`src/rtl/mjdc_pkg.sv`:
```
// ----------------------------------------------------------------------------
// mjdc_pkg
// Shared types, constants and tables for the MJD to calendar date converter.
// ----------------------------------------------------------------------------
package mjdc_pkg;

    // Number of register stages from input to output
    localparam int NSTAGE = 9;

    // Julian Day offset and the first Gregorian Julian Day
    localparam logic signed [23:0] JD_OFFSET   = 24'sd2400001;
    localparam logic signed [23:0] JD_GREG     = 24'sd2299161;

    // alpha = floor((4*z - 7468865) / 146097), reciprocal scaled by 2^25
    localparam logic [25:0] ALPHA_BIAS  = 26'd7468865;
    localparam logic [24:0] ALPHA_DIV   = 25'd146097;
    localparam logic [7:0]  ALPHA_RECIP = 8'd229;

    // c = floor((20*b - 2442) / 7305); offset by 4909 divisors to stay positive,
    // reciprocal scaled by 2^28
    localparam logic signed [29:0] C_BIAS  = 30'sd35857803;
    localparam logic [27:0]        C_DIV   = 28'd7305;
    localparam logic [15:0]        C_RECIP = 16'd36746;
    localparam logic [15:0]        C_SHIFT = 16'd4909;

    localparam logic signed [15:0] YEAR_OFS_LATE  = 16'sd4716;
    localparam logic signed [15:0] YEAR_OFS_EARLY = 16'sd4715;

    // Time of day: one day less one millisecond, and the unit divisors
    localparam logic [26:0] MS_DAY_MAX = 27'd86399999;
    localparam logic [26:0] MS_HOUR    = 27'd3600000;
    localparam logic [5:0]  HOUR_RECIP = 6'd37;
    localparam logic [21:0] MS_MINUTE  = 22'd60000;
    localparam logic [6:0]  MIN_RECIP  = 7'd69;
    localparam logic [15:0] MS_SECOND  = 16'd1000;
    localparam logic [6:0]  SEC_RECIP  = 7'd65;

    typedef struct packed {
        logic [9:0] millisecond;
        logic [5:0] second;
        logic [5:0] minute;
        logic [4:0] hour;
    } tod_t;

    typedef struct packed {
        logic [4:0]  day_of_month;
        logic [3:0]  month;
        logic [14:0] year;
    } date_t;

    // floor(30.6001 * e): days before month index e in the shifted year
    function automatic logic [8:0] month_start(input logic [3:0] e);
        logic [8:0] v;
        case (e)
            4'd0:    v = 9'd0;
            4'd1:    v = 9'd30;
            4'd2:    v = 9'd61;
            4'd3:    v = 9'd91;
            4'd4:    v = 9'd122;
            4'd5:    v = 9'd153;
            4'd6:    v = 9'd183;
            4'd7:    v = 9'd214;
            4'd8:    v = 9'd244;
            4'd9:    v = 9'd275;
            4'd10:   v = 9'd306;
            4'd11:   v = 9'd336;
            4'd12:   v = 9'd367;
            4'd13:   v = 9'd397;
            4'd14:   v = 9'd428;
            4'd15:   v = 9'd459;
            default: v = 9'd0;
        endcase
        return v;
    endfunction

endpackage

```
`src/rtl/mjdc_date.sv`:
```
// ----------------------------------------------------------------------------
// mjdc_date
// Date datapath: day number to year, month and day in nine register stages.
// ----------------------------------------------------------------------------
module mjdc_date (
    input  logic                             aclk,
    input  logic [mjdc_pkg::NSTAGE-1:0]      en,
    input  logic signed [22:0]               mjd_day,
    output mjdc_pkg::date_t                  date
);
    import mjdc_pkg::*;

    // stage 1: Julian Day, calendar select, alpha numerator
    logic signed [23:0] s1_z_next, s1_z_reg;
    logic               s1_greg_next, s1_greg_reg;
    logic [25:0]        s1_na_full;
    logic [24:0]        s1_na_reg;
    // stage 2: alpha estimate
    logic signed [23:0] s2_z_reg;
    logic               s2_greg_reg;
    logic [24:0]        s2_na_reg;
    logic [32:0]        s2_prod;
    logic [7:0]         s2_q_reg;
    // stage 3: alpha correction
    logic signed [23:0] s3_z_reg;
    logic               s3_greg_reg;
    logic [24:0]        s3_qd, s3_rem;
    logic [7:0]         s3_alpha_next, s3_alpha_reg;
    // stage 4: b and the offset c numerator
    logic [7:0]         s4_adj;
    logic signed [23:0] s4_b_next, s4_b_reg;
    logic signed [29:0] s4_nc;
    logic [27:0]        s4_nc_reg;
    // stage 5: c estimate
    logic signed [23:0] s5_b_reg;
    logic [27:0]        s5_nc_reg;
    logic [43:0]        s5_prod;
    logic [14:0]        s5_q_reg;
    // stage 6: c correction
    logic signed [23:0] s6_b_reg;
    logic [27:0]        s6_qd, s6_rem;
    logic [15:0]        s6_q;
    logic signed [15:0] s6_c_reg;
    // stage 7: days into the shifted year
    logic signed [26:0] s7_d;
    logic signed [27:0] s7_bd_full;
    logic [8:0]         s7_bd_reg;
    logic signed [15:0] s7_c_reg;
    // stage 8: month index search
    logic [3:0]         s8_e_next, s8_e_reg;
    logic [8:0]         s8_bd_reg;
    logic signed [15:0] s8_c_reg;
    // stage 9: output
    logic [3:0]         s9_month;
    logic signed [15:0] s9_year;
    date_t              s9_date_next, s9_date_reg;

    // Form the Julian Day and pick the calendar
    always_comb begin
        s1_z_next    = 24'(mjd_day) + JD_OFFSET;
        s1_greg_next = (s1_z_next >= JD_GREG);
        s1_na_full   = {s1_z_next, 2'b00} - ALPHA_BIAS;
    end

    always_ff @(posedge aclk) begin
        if (en[0]) begin
            s1_z_reg    <= s1_z_next;
            s1_greg_reg <= s1_greg_next;
            s1_na_reg   <= s1_na_full[24:0];
        end
    end

    // Estimate alpha by reciprocal multiply; may read one low
    assign s2_prod = s1_na_reg * ALPHA_RECIP;

    always_ff @(posedge aclk) begin
        if (en[1]) begin
            s2_z_reg    <= s1_z_reg;
            s2_greg_reg <= s1_greg_reg;
            s2_na_reg   <= s1_na_reg;
            s2_q_reg    <= s2_prod[32:25];
        end
    end

    // Correct alpha by one where the remainder reaches the divisor
    always_comb begin
        s3_qd         = 25'(s2_q_reg) * ALPHA_DIV;
        s3_rem        = s2_na_reg - s3_qd;
        s3_alpha_next = (s3_rem >= ALPHA_DIV) ? s2_q_reg + 8'd1 : s2_q_reg;
    end

    always_ff @(posedge aclk) begin
        if (en[2]) begin
            s3_z_reg     <= s2_z_reg;
            s3_greg_reg  <= s2_greg_reg;
            s3_alpha_reg <= s3_alpha_next;
        end
    end

    // Apply the Gregorian correction, form b and the c numerator
    always_comb begin
        s4_adj    = s3_greg_reg ? (8'd1 + s3_alpha_reg - {2'b00, s3_alpha_reg[7:2]}) : 8'd0;
        s4_b_next = s3_z_reg + 24'(signed'({1'b0, s4_adj})) + 24'sd1524;
        s4_nc     = 30'(s4_b_next) * 30'sd20 + C_BIAS;
    end

    always_ff @(posedge aclk) begin
        if (en[3]) begin
            s4_b_reg  <= s4_b_next;
            s4_nc_reg <= s4_nc[27:0];
        end
    end

    // Estimate c by reciprocal multiply
    assign s5_prod = s4_nc_reg * C_RECIP;

    always_ff @(posedge aclk) begin
        if (en[4]) begin
            s5_b_reg  <= s4_b_reg;
            s5_nc_reg <= s4_nc_reg;
            s5_q_reg  <= s5_prod[42:28];
        end
    end

    // Correct c and remove the positive offset
    always_comb begin
        s6_qd  = 28'(s5_q_reg) * C_DIV;
        s6_rem = s5_nc_reg - s6_qd;
        s6_q   = (s6_rem >= C_DIV) ? {1'b0, s5_q_reg} + 16'd1 : {1'b0, s5_q_reg};
    end

    always_ff @(posedge aclk) begin
        if (en[5]) begin
            s6_b_reg <= s5_b_reg;
            s6_c_reg <= signed'(s6_q - C_SHIFT);
        end
    end

    // Subtract the whole days of the completed years
    always_comb begin
        s7_d       = (27'(s6_c_reg) * 27'sd1461) >>> 2;
        s7_bd_full = 28'(s6_b_reg) - 28'(s7_d);
    end

    always_ff @(posedge aclk) begin
        if (en[6]) begin
            s7_bd_reg <= s7_bd_full[8:0];
            s7_c_reg  <= s6_c_reg;
        end
    end

    // Find the last month start that lies strictly below the day count
    always_comb begin
        s8_e_next = 4'd4;
        for (int k = 5; k < 16; k++) begin
            if (s7_bd_reg > month_start(4'(k))) begin
                s8_e_next = 4'(k);
            end
        end
    end

    always_ff @(posedge aclk) begin
        if (en[7]) begin
            s8_e_reg  <= s8_e_next;
            s8_bd_reg <= s7_bd_reg;
            s8_c_reg  <= s7_c_reg;
        end
    end

    // Map to calendar month, day and year
    always_comb begin
        s9_month = (s8_e_reg < 4'd14) ? s8_e_reg - 4'd1 : s8_e_reg - 4'd13;
        s9_year  = (s8_e_reg < 4'd14) ? s8_c_reg - YEAR_OFS_LATE
                                      : s8_c_reg - YEAR_OFS_EARLY;
        s9_date_next.year         = s9_year[14:0];
        s9_date_next.month        = s9_month;
        s9_date_next.day_of_month = 5'(s8_bd_reg - month_start(s8_e_reg));
    end

    always_ff @(posedge aclk) begin
        if (en[8]) begin
            s9_date_reg <= s9_date_next;
        end
    end

    assign date = s9_date_reg;

endmodule

```
`src/rtl/mjdc_tod.sv`:
```
// ----------------------------------------------------------------------------
// mjdc_tod
// Time-of-day datapath: milliseconds to hour, minute, second, millisecond.
// ----------------------------------------------------------------------------
module mjdc_tod (
    input  logic                             aclk,
    input  logic [mjdc_pkg::NSTAGE-1:0]      en,
    input  logic [26:0]                      day_fraction_ms,
    output mjdc_pkg::tod_t                   tod
);
    import mjdc_pkg::*;

    logic [26:0] s1_ms_reg;
    logic [32:0] s2_prod;
    logic [26:0] s2_ms_reg;
    logic [4:0]  s2_q_reg;
    logic [26:0] s3_qd, s3_rem;
    logic [4:0]  s3_hour_reg;
    logic [21:0] s3_rem_reg;
    logic [28:0] s4_prod;
    logic [4:0]  s4_hour_reg;
    logic [21:0] s4_rem_reg;
    logic [5:0]  s4_q_reg;
    logic [21:0] s5_qd, s5_rem;
    logic [4:0]  s5_hour_reg;
    logic [5:0]  s5_min_reg;
    logic [15:0] s5_rem_reg;
    logic [22:0] s6_prod;
    logic [4:0]  s6_hour_reg;
    logic [5:0]  s6_min_reg;
    logic [15:0] s6_rem_reg;
    logic [5:0]  s6_q_reg;
    logic [15:0] s7_qd, s7_rem;
    tod_t        s7_tod_next, s7_tod_reg, s8_tod_reg, s9_tod_reg;

    // Clamp the time to the last millisecond of the day
    always_ff @(posedge aclk) begin
        if (en[0]) begin
            s1_ms_reg <= (day_fraction_ms > MS_DAY_MAX) ? MS_DAY_MAX : day_fraction_ms;
        end
    end

    // Estimate the hour
    assign s2_prod = s1_ms_reg * HOUR_RECIP;

    always_ff @(posedge aclk) begin
        if (en[1]) begin
            s2_ms_reg <= s1_ms_reg;
            s2_q_reg  <= s2_prod[31:27];
        end
    end

    // Correct the hour and keep the remainder
    always_comb begin
        s3_qd  = 27'(s2_q_reg) * MS_HOUR;
        s3_rem = s2_ms_reg - s3_qd;
    end

    always_ff @(posedge aclk) begin
        if (en[2]) begin
            if (s3_rem >= MS_HOUR) begin
                s3_hour_reg <= s2_q_reg + 5'd1;
                s3_rem_reg  <= 22'(s3_rem - MS_HOUR);
            end else begin
                s3_hour_reg <= s2_q_reg;
                s3_rem_reg  <= s3_rem[21:0];
            end
        end
    end

    // Estimate the minute
    assign s4_prod = s3_rem_reg * MIN_RECIP;

    always_ff @(posedge aclk) begin
        if (en[3]) begin
            s4_hour_reg <= s3_hour_reg;
            s4_rem_reg  <= s3_rem_reg;
            s4_q_reg    <= s4_prod[27:22];
        end
    end

    // Correct the minute and keep the remainder
    always_comb begin
        s5_qd  = 22'(s4_q_reg) * MS_MINUTE;
        s5_rem = s4_rem_reg - s5_qd;
    end

    always_ff @(posedge aclk) begin
        if (en[4]) begin
            s5_hour_reg <= s4_hour_reg;
            if (s5_rem >= MS_MINUTE) begin
                s5_min_reg <= s4_q_reg + 6'd1;
                s5_rem_reg <= 16'(s5_rem - MS_MINUTE);
            end else begin
                s5_min_reg <= s4_q_reg;
                s5_rem_reg <= s5_rem[15:0];
            end
        end
    end

    // Estimate the second
    assign s6_prod = s5_rem_reg * SEC_RECIP;

    always_ff @(posedge aclk) begin
        if (en[5]) begin
            s6_hour_reg <= s5_hour_reg;
            s6_min_reg  <= s5_min_reg;
            s6_rem_reg  <= s5_rem_reg;
            s6_q_reg    <= s6_prod[21:16];
        end
    end

    // Correct the second; the remainder is the millisecond
    always_comb begin
        s7_qd  = 16'(s6_q_reg) * MS_SECOND;
        s7_rem = s6_rem_reg - s7_qd;
        s7_tod_next.hour   = s6_hour_reg;
        s7_tod_next.minute = s6_min_reg;
        if (s7_rem >= MS_SECOND) begin
            s7_tod_next.second      = s6_q_reg + 6'd1;
            s7_tod_next.millisecond = 10'(s7_rem - MS_SECOND);
        end else begin
            s7_tod_next.second      = s6_q_reg;
            s7_tod_next.millisecond = s7_rem[9:0];
        end
    end

    // Delay to line up with the date path
    always_ff @(posedge aclk) begin
        if (en[6]) begin
            s7_tod_reg <= s7_tod_next;
        end
        if (en[7]) begin
            s8_tod_reg <= s7_tod_reg;
        end
        if (en[8]) begin
            s9_tod_reg <= s8_tod_reg;
        end
    end

    assign tod = s9_tod_reg;

endmodule

```
`src/rtl/mjd_to_calendar_date.sv`:
```
// ----------------------------------------------------------------------------
// mjd_to_calendar_date
// Modified Julian Date plus milliseconds of day to calendar date and time.
// ----------------------------------------------------------------------------
//  Channel  | Direction | Payload (tdata, low bit first)
//  s_       | in        | mjd_day[22:0], day_fraction_ms[49:23], zero pad to 56
//  m_       | out       | year[14:0], month[18:15], day_of_month[23:19],
//           |           | hour[28:24], minute[34:29], second[40:35],
//           |           | millisecond[50:41], zero pad to 56
//
//  One item per cycle enters when the output side takes one per cycle. The
//  depth is set by the two reciprocal divisions of the date path (estimate and
//  correction stage each) plus the month search.
//  Each stage has its own valid bit and takes new data when it is empty or
//  its successor moves, so bubbles close up under a stall and nothing is lost.
//  Reset clears the valid bits only.
// ----------------------------------------------------------------------------
module mjd_to_calendar_date (
    input  logic        aclk,
    input  logic        aresetn,
    input  logic        s_tvalid,
    output logic        s_tready,
    input  logic [55:0] s_tdata,   // mjd_day, day_fraction_ms
    output logic        m_tvalid,
    input  logic        m_tready,
    output logic [55:0] m_tdata    // year, month, day_of_month, hour, minute,
                                   // second, millisecond
);
    import mjdc_pkg::*;

    logic [NSTAGE-1:0] valid_reg;
    logic [NSTAGE-1:0] en;
    date_t             date;
    tod_t              tod;

    // Stage enables: a stage moves when empty or when the next one moves
    always_comb begin
        en[NSTAGE-1] = !valid_reg[NSTAGE-1] || m_tready;
        for (int k = NSTAGE - 2; k >= 0; k--) begin
            en[k] = !valid_reg[k] || en[k+1];
        end
    end

    // Advance the valid bits with the data
    always_ff @(posedge aclk) begin
        if (!aresetn) begin
            valid_reg <= '0;
        end else begin
            if (en[0]) begin
                valid_reg[0] <= s_tvalid;
            end
            for (int k = 1; k < NSTAGE; k++) begin
                if (en[k]) begin
                    valid_reg[k] <= valid_reg[k-1];
                end
            end
        end
    end

    mjdc_date u_date (
        .aclk    (aclk),
        .en      (en),
        .mjd_day (signed'(s_tdata[22:0])),
        .date    (date)
    );

    mjdc_tod u_tod (
        .aclk            (aclk),
        .en              (en),
        .day_fraction_ms (s_tdata[49:23]),
        .tod             (tod)
    );

    assign s_tready = en[0];
    assign m_tvalid = valid_reg[NSTAGE-1];
    assign m_tdata  = {5'd0, tod.millisecond, tod.second, tod.minute, tod.hour,
                       date.day_of_month, date.month, date.year};

endmodule

```
`config.mk`:
```
export PLATFORM = sky130hd
export DESIGN_NAME = mjd_to_calendar_date
export DESIGN_NICKNAME = d
export VERILOG_FILES = /design/src/rtl/mjdc_pkg.sv /design/src/rtl/mjdc_date.sv /design/src/rtl/mjdc_tod.sv /design/src/rtl/mjd_to_calendar_date.sv
export SDC_FILE = /design/constraint.sdc
export NUM_CORES = 2
export LEC_CHECK = 0
export BUFFER_PORTS_ARGS = -buffer_cell sky130_fd_sc_hd__buf_2
export CORE_ASPECT_RATIO = 0.7
export CORE_MARGIN = 2
export CORE_UTILIZATION = 55
export CTS_BUF_LIST = sky130_fd_sc_hd__clkbuf_8
export CTS_CLUSTER_DIAMETER = 150
export CTS_CLUSTER_SIZE = 30
export DETAILED_ROUTE_END_ITERATION = 16
export PLACE_DENSITY = 0.78
export SYNTH_ARGS = -nofsm -noshare
export SYNTH_HDL_FRONTEND = slang
export SYNTH_SLANG_ARGS = --single-unit
```
`constraint.sdc`:
```
create_clock -name aclk -period 6.75 [get_ports aclk]
set_input_delay 1.0125 -clock aclk [delete_from_list [all_inputs] [get_ports aclk]]
set_output_delay 1.0125 -clock aclk [all_outputs]
set_load 0.005 [all_outputs]
```
Word level (Yosys, flattened, before mapping)
Memory sizes are Yosys's and may differ from the RTL's.
Index checks and enable logic that the tools add are counted.
W data, S select, Z words.
{ "totals": {"register_bits": 596, "latchBits": 0, "mem_bits_rw": 0, "romBits": 144, "input_bits": 60, "output_inout_bits": 58, "wordCells": 164, "mem_count": 1} }
{ "classes": {"add_sub_neg": 27, "mul": 12, "div_mod_pow": 0, "order_cmp": 19, "eq_ne": 0, "n_shift": 0, "muxes": 20, "n_bitwise": 0, "n_reduce_logical": 21} }
{ "memory_table": {"columns": ["name", "words", "word_bits", "rd", "rd_clocked_by_memory_dff", "wr", "line", "source"], "rows": [
  ["(no name shown)", 16, 9, 1, 0, 0, "mjdc_pkg.sv:54", "case (e)"]
]} }
{ "ops": {"columns": ["operator", "n"], "rows": [
  ["$gt A9 B9 Y1 const B", 7],
  ["$mux W16", 3],
  ["$mul A28 B15 Y42 const B", 1],
  ["$gt A9 B8 Y1 const B", 4],
  ["$mul A25 B8 Y33 const B", 1],
  ["$mul A27 B6 Y32 const B", 1],
  ["$sub A15 B14 Y15 const B", 2],
  ["$add A28 B27 Y28 const B", 1],
  ["$ge A28 B13 Y1 const B", 1],
  ["$mul A15 B13 Y28 const B", 1],
  ["$mul A22 B7 Y28 const B", 1],
  ["$sub A28 B28 Y28", 1],
  ["$ge A27 B22 Y1 const B", 1],
  ["$gt A27 B27 Y1 const B", 1],
  ["$sub A27 B27 Y27", 1],
  ["$mul A24 B4 Y26 const B", 1],
  ["$ge A25 B18 Y1 const B", 1],
  ["$mul A8 B18 Y25 const B", 1],
  ["$sub A25 B23 Y25 const B", 1],
  ["$sub A25 B25 Y25", 1],
  ["$add A23 B23 Y24 const B", 1],
  ["$add A24 B12 Y24 const B", 1],
  ["$add A24 B9 Y24", 1],
  ["$ge A24 B23 Y1 const B", 1],
  ["38 further kinds", 63]
]} }

Depth between registers and ports, before layout
{ "logic_depth": {"depth_word": 11, "mapped_depth": 37, "depth_no_buf": 36} }

By module
Synthesis repeated with hierarchy kept, for this count alone.
{ "hier_totals": {"hier_cells": 4563, "hier_area_um2": 52069.9} }
{ "modules_own_cells": {"columns": ["mod", "n_inst", "cells_per_inst", "area_each_um2"], "rows": [
  ["mjdc_date", 1, 2834, 32514.9],
  ["mjdc_tod", 1, 1680, 19144.6],
  ["mjd_to_calendar_date", 1, 49, 410.4]
]} }

Least setup slack after synthesis
OpenSTA, ideal clock, no wires.
{ "synth_timing": {"kind": "reg2reg", "start": "register u_date.s5_q_reg[3]", "end": "register u_date.s6_c_reg[7], data pin", "setup_ns": 0.265, "arrival_time_ns": 6.769, "required_ns": 6.485, "path_slack_ns": -0.284, "path_stages_with_launch": 26, "path_buffers": 0, "synth_period_minus_slack_ns": 7.034, "path_cell_list": "edfxtp_1 > inv_1 > fa_1 > fa_1 > inv_1 > ha_1 > inv_1 > fa_1 > inv_1 > fa_1 > fa_1 > inv_1 > ha_1 > and3_2 > and3_1 > a22oi_2 > a211o_2 > mux2i_1 > nor4b_2 > nand4_4 > o211ai_2 > xnor2_2 > a21oi_4 > mux2_1 > a31oi_1 > xnor2_1"} }
{ "synth_via": {"elab_chain_len": 5, "elab_cells_between_ends": 6, "cone_classes": "add/sub: 3; mul: 1; order compare: 1; mux: 1"} }
{ "synth_rtl": {"columns": ["item", "line", "source"], "rows": [
  ["start, declared", "mjdc_date.sv:38", "logic [14:0] s5_q_reg;"],
  ["start signal, assigned", "mjdc_date.sv:121", "s5_q_reg <= s5_prod[42:28];"],
  ["$mul A15 B13 Y28", "mjdc_date.sv:127", "s6_qd = 28'(s5_q_reg) * C_DIV;"],
  ["$sub A28 B28 Y28", "mjdc_date.sv:128", "s6_rem = s5_nc_reg - s6_qd;"],
  ["$ge A28 B13 Y1", "mjdc_date.sv:129", "s6_q = (s6_rem >= C_DIV) ? {1'b0, s5_q_reg} + 16'd1 : {1'b0, s5_q_reg};"],
  ["$mux W16 *", "mjdc_date.sv:129", null],
  ["$sub A16 B13 Y16 *", "mjdc_date.sv:135", "s6_c_reg <= signed'(s6_q - C_SHIFT);"],
  ["end signal, assigned", "mjdc_date.sv:135", null],
  ["end, declared", "mjdc_date.sv:43", "logic signed [15:0] s6_c_reg;"]
]} }
Every way passes the cells marked *; elsewhere a longest branch is shown, timed or not.
A chain may end at the register's enable or synchronous reset.

Final worst setup path
{ "layout_timing": {"start": "register u_date.s5_q_reg[2]", "end": "register u_date.s6_c_reg[13], data pin"} }
The elaborated chain is that of the path after synthesis.

==> results list <==
- The net count of the finished layout is 6219.
- After detailed routing, the number of vias per cell comes to 5.36.
* Initial core utilization: 0.558
* Port Buffer Count: 106
* Worst-case setup margin in the final layout: -166 ps
- The largest total area in the synthesized netlist belongs to sky130_fd_sc_hd__edfxtp_1.
- The final layout contains routed wiring with a total length of slightly above 100000 um.
- Top delay family on crit path: adder cells
* Max Clock Freq: 145 MHz
- Clock H-tree levels: 1
- CTS buffer count: 23
- Critical path depth in cells: 27
- For this run, global-route usage on met1 was measured as 0.317.
- In this run the standard cell core region covers roughly 93000 um2.
* Outcome: complete, but fails checks
- Area share of the largest cell type after synthesis: 0.335
- Antenna violations before repair: 2
- In this run the clock root is driven by a sky130_fd_sc_hd__clkbuf_8.
- Setup slack on the worst flop-to-flop path: -170 ps
- Endpoint with the worst hold slack: u_date.s3_z_reg[12]$_DFFE_PP_
* Layout Skew: 52.5 ps
- Total number of yosys warnings: 0
* Pin count of the biggest net entering global routing: between 70 and 80
- At the pin with the least slew margin, the transition time is between 1000 and 1500 ps.
- Dividing the final minimum period by the clock period gives 1.02.
- First-pass GRT wire length: 163000 um
* Path class of the lowest-slack min-delay path: flip-flop to flip-flop
* Remaining Overflow, GRT: 0
* Drt wl/cell: 16.5 um
- Critical path class: flip-flop to flip-flop
* Worst EP arrival: 7400 ps
- Counting flops and latches in the post-synthesis netlist gives 585.
- Remaining max-slew budget at the tightest pin: 0.251
* DRC violation count after routing: 0
- Crit. End Element: flip-flop
- The worst register-to-register path begins at u_date.s5_q_reg[2]$_DFFE_PP_.
- The max-slew violation count was 0.
- The mapped netlist covers about 52000 um2.
- Setup repair after global routing could not meet its margin everywhere.
* Main area contributors after synthesis: sky130_fd_sc_hd__edfxtp_1 (33%), sky130_fd_sc_hd__ha_1 (21%), sky130_fd_sc_hd__fa_1 (16%), sky130_fd_sc_hd__inv_1 (6.0%), sky130_fd_sc_hd__xnor2_1 (3.9%)
- The average instance in the mapped netlist occupies 11.4 um2.
* Insertion delay to the later sink of the worst-skew pair: 730 ps
- The most numerous cell type found on the critical path is sky130_fd_sc_hd__fa_1.
- Number of global-route vias before repair: 32718
* Post-route cell area: 57000 um2
- After clock tree synthesis, the clock-pin slew on the worst setup and hold paths is 190 ps.
* Crit path largest cell delay: 560 ps
- Data on the critical path is required at its endpoint by approximately 7200 ps.
- Launch instance of the worst min-delay path: u_date.s2_z_reg[12]$_DFFE_PP_
* Synth-to-Final Area Change: 10.4%
- Last weighted congestion value of the routability-driven placer: 0.912
* Post-place instance area: 55200 um2
* Sequential fraction of the synthesis area: 0.338
- Number of buffers and inverters on the critical path: 7
* Total GRT Usage: 0.206
* Final Hold Fails: 0
- Fraction of final layout cells sized beyond drive strength 1: 0.132
- The number of different library cells used by synthesis comes to 117.
- Fraction of met2 tracks used by global routing: 0.320
- Count of flip-flops with a built-in enable after synthesis: 576
- During I/O placement, the number of pins put on the boundary was roughly 120.
- Final critical-path required period: 6920 ps
- Die ar.: 96400 um2
* Clk sink count: 585
- Largest fanout on the critical path: 5
- Clock tree from TritonCTS: built
- Startpoint types: flip-flop
* Count of standard-cell rows: 93
* Worst reg-to-reg path cell count: 27
* Detailed-route via count: 32799
- DRT antenna net count: 0
- Leading register cell type out of synthesis: sky130_fd_sc_hd__edfxtp_1
- Setup-violating endpoint count in the final report: 11
* Global-route layer with the greatest usage: met2
- HPWL Detailed: 80600 um
* Failing checks: setup timing
- Counting instances, the worst hold path has a depth of 0.
- Violation count after the first detailed-routing iteration: a little over 2000
* Worst flop-to-flop path endpoint: u_date.s6_c_reg[13]$_DFFE_PP_
* Slowest cell on the critical path: sky130_fd_sc_hd__fa_1
- No sink is reached through more buffers than the 3 on the longest clock path.
- Width of the die: 370 um
- Total of max-cap violations: 0
- Met3 demand-to-capacity share in global routing: 0.0226
- Number of detailed-routing iterations run before antenna repair: 5
- Chip height: 260 um
- Proportion of synthesized flip-flops having asynchronous set or reset: 0
- Synthesis produced a netlist whose cell count is 4512.
## through the flow
stage                util  setup TNS, ps  instances  hold slack [ps]  setup slack (ps)
floorplan               -              0       4516              400              3.33
global placement    0.597          -1310       6030              402              -220
detailed placement  0.597          -2420       6030              405              -350
CTS                 0.604           -732       6077              414              -131
global route        0.616          -4930       6117              425              -424
finish              0.616          -1100       6117              415              -166
## cell families (layout without fill, tap and decap cells)
family          Yosys count  count (layout)  share of synthesized area
flops                   585             585                      0.338
mux                      16              16                    0.00371
fa+ha+maj              1295            1295                      0.373
simple gates            709             709                     0.0700
other cells               1               7                  0.0000726
compound gates          686             686                     0.0892
xor+xnor                354             354                     0.0610
buf+inv                 866            1230                     0.0643
## Yosys cell counts (8+ instances only)
master / count
sky130_fd_sc_hd__edfxtp_1: 576
sky130_fd_sc_hd__or2_2: 30
sky130_fd_sc_hd__nor2_1: 167
sky130_fd_sc_hd__o21ai_1: 19
sky130_fd_sc_hd__clkbuf_1: 21
sky130_fd_sc_hd__fa_1: 409
sky130_fd_sc_hd__nor2b_1: 47
sky130_fd_sc_hd__mux2i_1: 9
sky130_fd_sc_hd__a31o_2: 8
sky130_fd_sc_hd__a2111oi_0: 8
sky130_fd_sc_hd__nand2b_1: 34
sky130_fd_sc_hd__and3_1: 30
sky130_fd_sc_hd__a211oi_1: 21
sky130_fd_sc_hd__o21a_1: 42
sky130_fd_sc_hd__or3_1: 18
sky130_fd_sc_hd__o21bai_1: 26
sky130_fd_sc_hd__and2_1: 21
sky130_fd_sc_hd__nor3b_1: 9
sky130_fd_sc_hd__nor4_1: 14
sky130_fd_sc_hd__a21boi_0: 15
sky130_fd_sc_hd__a41oi_1: 9
sky130_fd_sc_hd__o31ai_1: 9
sky130_fd_sc_hd__ha_1: 886
sky130_fd_sc_hd__nand4_1: 24
sky130_fd_sc_hd__a21oi_1: 180
sky130_fd_sc_hd__nand2_1: 160
sky130_fd_sc_hd__o22ai_1: 10
sky130_fd_sc_hd__nand3_1: 62
sky130_fd_sc_hd__a31oi_1: 28
sky130_fd_sc_hd__xor2_1: 122
sky130_fd_sc_hd__dfxtp_1: 9
sky130_fd_sc_hd__nor3_1: 52
sky130_fd_sc_hd__o211ai_1: 13
sky130_fd_sc_hd__o21ai_0: 116
sky130_fd_sc_hd__a21o_1: 90
sky130_fd_sc_hd__xnor2_1: 227
sky130_fd_sc_hd__inv_1: 826
## cell usage in the layout, fill, tap and decap left out, drive strengths merged, types with 29 or more instances in the layout
cell,n
ha,886
inv,842
edfxtp,576
fa,409
buf,363
xnor2,230
a21oi,186
nor2,168
nand2,161
o21ai,136
xor2,122
a21o,90
nand3,62
nor3,54
nor2b,48
o21a,42
or2,36
nand2b,34
and3,31
a31oi,29
## layout make-up
cell class,instances,area [um2]
flip-flops and latches,585,17500
clock buffers,23,317
fillers,7097,35500
well taps,1235,1550
inverters,826,3100
clock inverters,18,106
repair buffers,363,2500
diodes,2,5.00
multi-input cells,3065,32000
## repair_timing
item / 4_1_cts / 5_1_grt
cloned: 0 / 1
resized for setup: 44 / 156
hold buffers: 0 / 0
buffers inserted: 6 / 39
endpoints found under the setup margin: 28 / 44
pin swaps: 15 / 114
## worst register-to-register path, cell delays in order, from the launching register on
cell,delay [ps]
sky130_fd_sc_hd__edfxtp_1,490
sky130_fd_sc_hd__inv_2,150
sky130_fd_sc_hd__fa_1,430
sky130_fd_sc_hd__fa_1,560
sky130_fd_sc_hd__inv_1,50
sky130_fd_sc_hd__ha_1,280
sky130_fd_sc_hd__inv_2,40
sky130_fd_sc_hd__fa_1,530
sky130_fd_sc_hd__inv_1,50
sky130_fd_sc_hd__fa_1,450
sky130_fd_sc_hd__fa_1,500
sky130_fd_sc_hd__inv_2,40
sky130_fd_sc_hd__ha_4,260
sky130_fd_sc_hd__and3_4,210
sky130_fd_sc_hd__and3_4,190
sky130_fd_sc_hd__a22oi_2,120
sky130_fd_sc_hd__a211o_2,340
sky130_fd_sc_hd__buf_4,140
sky130_fd_sc_hd__o2111a_1,250
sky130_fd_sc_hd__nor3_2,170
sky130_fd_sc_hd__nand4_4,240
sky130_fd_sc_hd__o211ai_2,280
sky130_fd_sc_hd__xnor2_2,170
sky130_fd_sc_hd__a21oi_4,100
sky130_fd_sc_hd__buf_6,140
sky130_fd_sc_hd__o211ai_4,220
sky130_fd_sc_hd__a31oi_2,130
sky130_fd_sc_hd__xor2_1,160
## how the worst max path moves through the flow
| stage | from | to | slack, ps |
|---|---|---|---|
| after floorplan | u_date.s5_q_reg[6]$_DFFE_PP_ | u_date.s6_c_reg[7]$_DFFE_PP_ | 3 |
| after global placement | u_date.s3_alpha_reg[3]$_DFFE_PP_ | u_date.s4_nc_reg[27]$_DFFE_PP_ | -220 |
| after detailed placement | u_date.s3_alpha_reg[3]$_DFFE_PP_ | u_date.s4_nc_reg[27]$_DFFE_PP_ | -350 |
| after CTS | u_date.s5_q_reg[2]$_DFFE_PP_ | u_date.s6_c_reg[13]$_DFFE_PP_ | -130 |
| after global routing | u_date.s3_alpha_reg[2]$_DFFE_PP_ | u_date.s4_nc_reg[27]$_DFFE_PP_ | -420 |
| final | u_date.s5_q_reg[2]$_DFFE_PP_ | u_date.s6_c_reg[13]$_DFFE_PP_ | -170 |
## metal layers
layer | part of all wire | vias up
met5 | 0 | -
met4 | 0.016 | 0
met3 | 0.048 | 103
met2 | 0.45 | 672
met1 | 0.49 | 15864
li1 | - | 16160
Power is left out: the tool's default activity adds up to more than one toggle a clock period on the data nets, which glitch-free logic cannot reach.
